<file path="config.mk">
export PLATFORM = sky130hd
export DESIGN_NAME = mpq_cell
export DESIGN_NICKNAME = d
export VERILOG_FILES = /design/src/rtl/min_priority_queue_core_defines.svh /design/src/rtl/mpq_pkg.sv /design/src/rtl/mpq_cell.sv
export SDC_FILE = /design/constraint.sdc
export NUM_CORES = 1
export LEC_CHECK = 0
export BUFFER_PORTS_ARGS = -buffer_cell sky130_fd_sc_hd__buf_2
export CORE_AREA = 8 8 81 83
export CTS_BUF_LIST = sky130_fd_sc_hd__clkbuf_4 sky130_fd_sc_hd__clkbuf_8
export DETAILED_ROUTE_END_ITERATION = 7
export DIE_AREA = 0 0 89 91
export GPL_TIMING_DRIVEN = 0
export PLACE_DENSITY = 0.86
export SETUP_SLACK_MARGIN = 0.05
export SLEW_MARGIN = 15
export SYNTH_ARGS = -nofsm -noshare
export SYNTH_HDL_FRONTEND = slang
export SYNTH_SLANG_ARGS = --single-unit
</file>
<file path="constraint.sdc">
create_clock -name clk -period 10.1 [get_ports clk]
set_input_delay 3.03 -clock clk [delete_from_list [all_inputs] [get_ports clk]]
set_output_delay 3.03 -clock clk [all_outputs]
set_load 0.02 [all_outputs]
</file>
<file path="src/rtl/min_priority_queue_core_defines.svh">
// Assertion macros used by the min priority queue core.
// Included by files that check their own logic; depends on clk and rst in scope.
`ifndef MIN_PRIORITY_QUEUE_CORE_DEFINES_SVH
`define MIN_PRIORITY_QUEUE_CORE_DEFINES_SVH

// Condition that must hold at every clock edge outside reset.
`define MPQ_ASSERT(label, cond, msg) \
  label: assert property (@(posedge clk) disable iff (rst) (cond)) else $error(msg);

// Consequence that must hold in the cycle after the antecedent.
`define MPQ_ASSERT_NXT(label, ante, cons, msg) \
  label: assert property (@(posedge clk) disable iff (rst) (ante) |=> (cons)) else $error(msg);

`endif

</file>
<file path="src/rtl/mpq_pkg.sv">
// Package for the min priority queue: widths, codes and the item structs.
// Used by mpq_cell and min_priority_queue_core; depends on nothing.
package mpq_pkg;

  localparam int VALUE_W      = 32;
  localparam int OCC_W        = 7;
  localparam int DEF_CAPACITY = 64;

  localparam logic ACT_INSERT  = 1'b0;
  localparam logic ACT_EXTRACT = 1'b1;

  localparam logic [1:0] ST_INSERTED  = 2'd0;
  localparam logic [1:0] ST_EXTRACTED = 2'd1;
  localparam logic [1:0] ST_EMPTY     = 2'd2;
  localparam logic [1:0] ST_FULL      = 2'd3;

  typedef struct packed {
    logic                      action;
    logic signed [VALUE_W-1:0] value;
  } req_t;

  typedef struct packed {
    logic signed [VALUE_W-1:0] result_value;
    logic [1:0]                status;
    logic [OCC_W-1:0]          occupancy;
  } rsp_t;

  // Operation broadcast to every cell.
  typedef struct packed {
    logic                      ins;
    logic                      ext;
    logic signed [VALUE_W-1:0] value;
  } cmd_t;

  // What one cell shows its neighbors.
  typedef struct packed {
    logic                      vld;
    logic                      gt;
    logic signed [VALUE_W-1:0] val;
  } cell_t;

endpackage

</file>
<file path="src/rtl/mpq_cell.sv">
// One cell of the sorted queue row: holds a value and its valid bit.
// Depends on mpq_pkg; trades values with its left and right neighbors.
module mpq_cell (
  input  logic          clk,
  input  logic          rst,
  input  mpq_pkg::cmd_t cmd,
  input  mpq_pkg::cell_t left,
  input  mpq_pkg::cell_t right,
  output mpq_pkg::cell_t state
);
  import mpq_pkg::*;

  logic                      vld;
  logic                      vld_next;
  logic signed [VALUE_W-1:0] val;
  logic signed [VALUE_W-1:0] val_next;
  logic                      gt;

  // An empty cell counts as holding plus infinity.
  assign gt = !vld || (cmd.value < val);

  always_comb begin
    vld_next = vld;
    val_next = val;
    if (cmd.ins) begin
      if (gt) begin
        if (left.gt) begin
          vld_next = left.vld;
          val_next = left.val;
        end else begin
          vld_next = 1'b1;
          val_next = cmd.value;
        end
      end
    end else if (cmd.ext) begin
      vld_next = right.vld;
      val_next = right.val;
    end
  end

  always_ff @(posedge clk) begin
    if (rst) begin
      vld <= 1'b0;
    end else begin
      vld <= vld_next;
    end
  end

  always_ff @(posedge clk) begin
    val <= val_next;
  end

  assign state = '{vld: vld, gt: gt, val: val};

endmodule
</file>
==> flow_summary_export.csv <==
group,metric,value,unit
power_and_ir_drop,swShare,32.01,%
yosys,ys_top_cells_by_area,"edfxtp_1, ha_1, mux2i_1",
floorplanning,num_rows,27,
worst_setup_path,worst-path-buf-inv,3,
power_and_ir_drop,p_clk_share,27.3,%
finish,areaGrowthSynthToFinish,35.82,%
yosys,synth_ff_type,"edfxtp_1",
finish,final_core_util,64.98,%
placed_design,placedCellCount,475,
cts,numCtsBuffers,5,
run,drv_cap,0,
timing,finalSetupTns,0,ns
yosys,synth.distinct_cells,35,
yosys,synth.largest_area_cell,"edfxtp_1",
timing,final-hold-violation-count,0,
grt,antenna_found_initial,0,
power_and_ir_drop,seq_power_share,39.1,%
cts,clock_latency,0.29,ns
cts,cts_root_buf,"clkbuf_8",
cts,postCtsSetupBuffers,0,
worst_setup_path,crit_type,"in2out",
worst_setup_path,cpPeakStageDelay,0.53,ns
power_and_ir_drop,p_leak,1.823,nW
yosys,synth_top_family_by_area,"compound AO/OA/AOI/OAI gates",
cts,clock-sinks,33,
yosys,ys_seq_area_share,38.41,%
worst_setup_path,slowest_stage,"or4_1",
grt,grt_pass1_wl,13090,um
timing,finalSetupViolations,0,
yosys,synthMuxAreaShare,12.98,%
worst_hold_path,hold_class,"reg2reg",
detailed_routing,ant_nets,0,
finish,instances_no_fill,483,
grt,grt_max_degree,17,
timing,fin_crit_sh,81.16,%
worst_setup_path,rr_worst_depth,9,
yosys,synth_seq_cells,33,
power_and_ir_drop,power.total,0.4569,mW
worst_setup_path,required,7.07,ns
timing,finalMaxSlewViolations,0,
grt,overflow,0,
yosys,syn_area_per_cell,9.600,um2
power_and_ir_drop,p_int,0.3107,mW
yosys,synth_area,2554,um2
power_and_ir_drop,power.density,131.7,nW/um2
detailed_routing,drcViolationCount,0,
placed_design,routabilityCongestion,0.8153,
detailed_routing,vias,2515,
placed_design,place_hpwl,6756,um
worst_setup_path,critPathArrivalTime,5.17,ns
timing,fin_crit,8.197,ns
finish,fill_cells,466,
worst_setup_path,cp_top_family,"simple AND/OR/NAND/NOR gates",
detailed_routing,routedWlPerCell,16.74,um
power_and_ir_drop,power.switching,0.1463,mW
detailed_routing,drt-met1-wl,3139,um
yosys,synth_most_common_cell,"a21oi_1",
yosys,async_reset_ff_share,0,%
worst_setup_path,crit_top_cell,"buf_2",
yosys,synthXorXnorAreaFrac,0,%
detailed_routing,met3_wirelength,821,um
finish,final_net_count,545,
yosys,synth_nets,401,
worst_hold_path,worstHoldPathCells,4,
worst_setup_path,reg2reg_slack,7.15,ns
yosys,netlist_instances,266,
cts,postCtsHoldBufs,0,
finish,layout-drive-gt1-share,36.74,%
timing,worstMarginPinSlew,0.7848,ns
yosys,synth-compound-area-share,15.63,%
placed_design,port_buffers,135,
yosys,synthTopCellsByCount,"a21oi_1, nor2_1, edfxtp_1, inv_1, mux2i_1",
timing,max_freq,122.0,MHz
yosys,yosys_warnings,0,
cts,tritoncts,"built",
detailed_routing,drt_iter0_markers,85,
floorplanning,dieHeight,91,um
cts,cts_max_path_buffers,2,
timing,rsz0062_at_grt,"false",
finish,diodes,0,
floorplanning,core-area,5338,um2
yosys,synth-edff-count,32,
power_and_ir_drop,comb_power_share,33.6,%
cts,path_clk_slew,0.06,ns
worst_setup_path,critical_path.cell_chain,"buf_2 > ha_1 > nand4_1 > or4_1 > a21oi_1 > o41a_4 > nor3_1 > o21ai_0 > buf_4 > buf_2",
worst_setup_path,r2r_start,"val[31]$_DFFE_PP_",
floorplanning,io_pins,138,
worst_setup_path,rr_endpoint,"val[21]$_DFFE_PP_",
timing,fin_skew,0.01077,ns
floorplanning,dieArea,8099,um2
detailed_routing,wl,8084,um
grt,grt_use_total,20.31,%
worst_setup_path,start_kind,"primary input",
worst_setup_path,critPathMaxFanout,8,
detailed_routing,top_layer,"met4",
floorplanning,die_x,89,um
cts,cts_resized,0,
worst_hold_path,hp-start,"vld$_SDFFE_PP0P_",
detailed_routing,vias_per_cell,5.207,
timing,relSlewSlack,47.68,%
worst_setup_path,crit_cells,10,
detailed_routing,drtPass1Iterations,4,
power_and_ir_drop,ir_drop,0.1092,mV
grt,grt_pass1_vias,2911,
worst_hold_path,min_to,"vld$_SDFFE_PP0P_",
yosys,netlist.area_leader.share,37.63,%
outcome,status,"completed",
yosys,synthSimpleGateAreaFrac,10.88,%
cts,htreeDepth,2,
detailed_routing,dr_wl_met2,4012,um
worst_setup_path,cp-end-kind,"output port",
floorplanning,start_util,47.84,%
yosys,synth-adder-area-share,15.19,%
==> routing by layer <==
layer	up-vias	GRT usage, %
li1	1242	-
met1	1148	22.56
met2	114	35.68
met3	11	6.667
met4	0	5.409
met5	-	0
==> worst min-delay path: stages (launching register included) <==
cell and delay, ns:
dfxtp_1 0.39, mux2_2 0.17, o22ai_1 0.07, nor2_1 0.08, a211o_1 0.09
==> logic make-up after synthesis <==
family	after synthesis
simple gates	60
fa+ha+maj	31
compound gates	64
mux	33
buf+inv	45
flops	33
==> worst max path at each step <==
stage | from | end | slack, ns
6_report | cmd[31] | state[32] | 1.90
5_1_grt | cmd[31] | state[32] | 1.76
4_1_cts | cmd[31] | state[32] | 1.86
3_5_place_dp | cmd[31] | state[32] | 1.88
3_3_place_gp | cmd[31] | val[31]$_DFFE_PP_ | 1.29
2_1_floorplan | cmd[13] | state[32] | 2.37
==> final cells by class <==
class                      instances  area [um2]  area share, %
sequential                        33       980.9          28.28
inverter                          32       120.1          3.463
clock buffer                       6       76.32          2.201
timing repair buffer             137       701.9          20.24
buffer                            13       56.30          1.623
multi-input combinational        188        1409          40.62
tap                               72       90.09          2.597
clock inverter                     2       33.78         0.9740
==> registers in the layout, summed over array words and instances, names as in the netlist <==
name,flops
val,32
vld,1
==> cell usage in the layout, fill, tap and decap left out, types with 2 or more instances in the layout <==
cell / instances
mux2i_1: 32
inv_1: 32
a21o_1: 6
and3_1: 2
buf_2: 135
nor3_1: 3
clkbuf_1: 5
nand2_1: 7
clkbuf_8: 5
buf_1: 6
ha_1: 31
o21ai_0: 6
buf_4: 2
nor2_1: 34
a21oi_1: 41
nand4_1: 6
edfxtp_1: 32
==> power by group through the flow <==
stage	Sequential (mW)	Clock [mW]	Combinational (mW)
CTS	0.179	0.126	0.155
detailed placement	0.182	0	0.154
floorplan	0.202	0	0.0709
global route	0.181	0.134	0.170
finish	0.179	0.125	0.154
global placement	0.182	0	0.143
==> through the flow <==
step | setup WS (ns) | cell area [um2] | hold slack [ns]
detailed placement | 1.880 | 3358 | 0.8160
finish | 1.903 | 3468 | 0.8335
global placement | 1.294 | 3319 | 0.8029
floorplan | 2.372 | 2554 | 0.7395
global route | 1.755 | 3468 | 0.8988
CTS | 1.859 | 3468 | 0.8330
No activity file was read; power rests on OpenSTA's default activity.
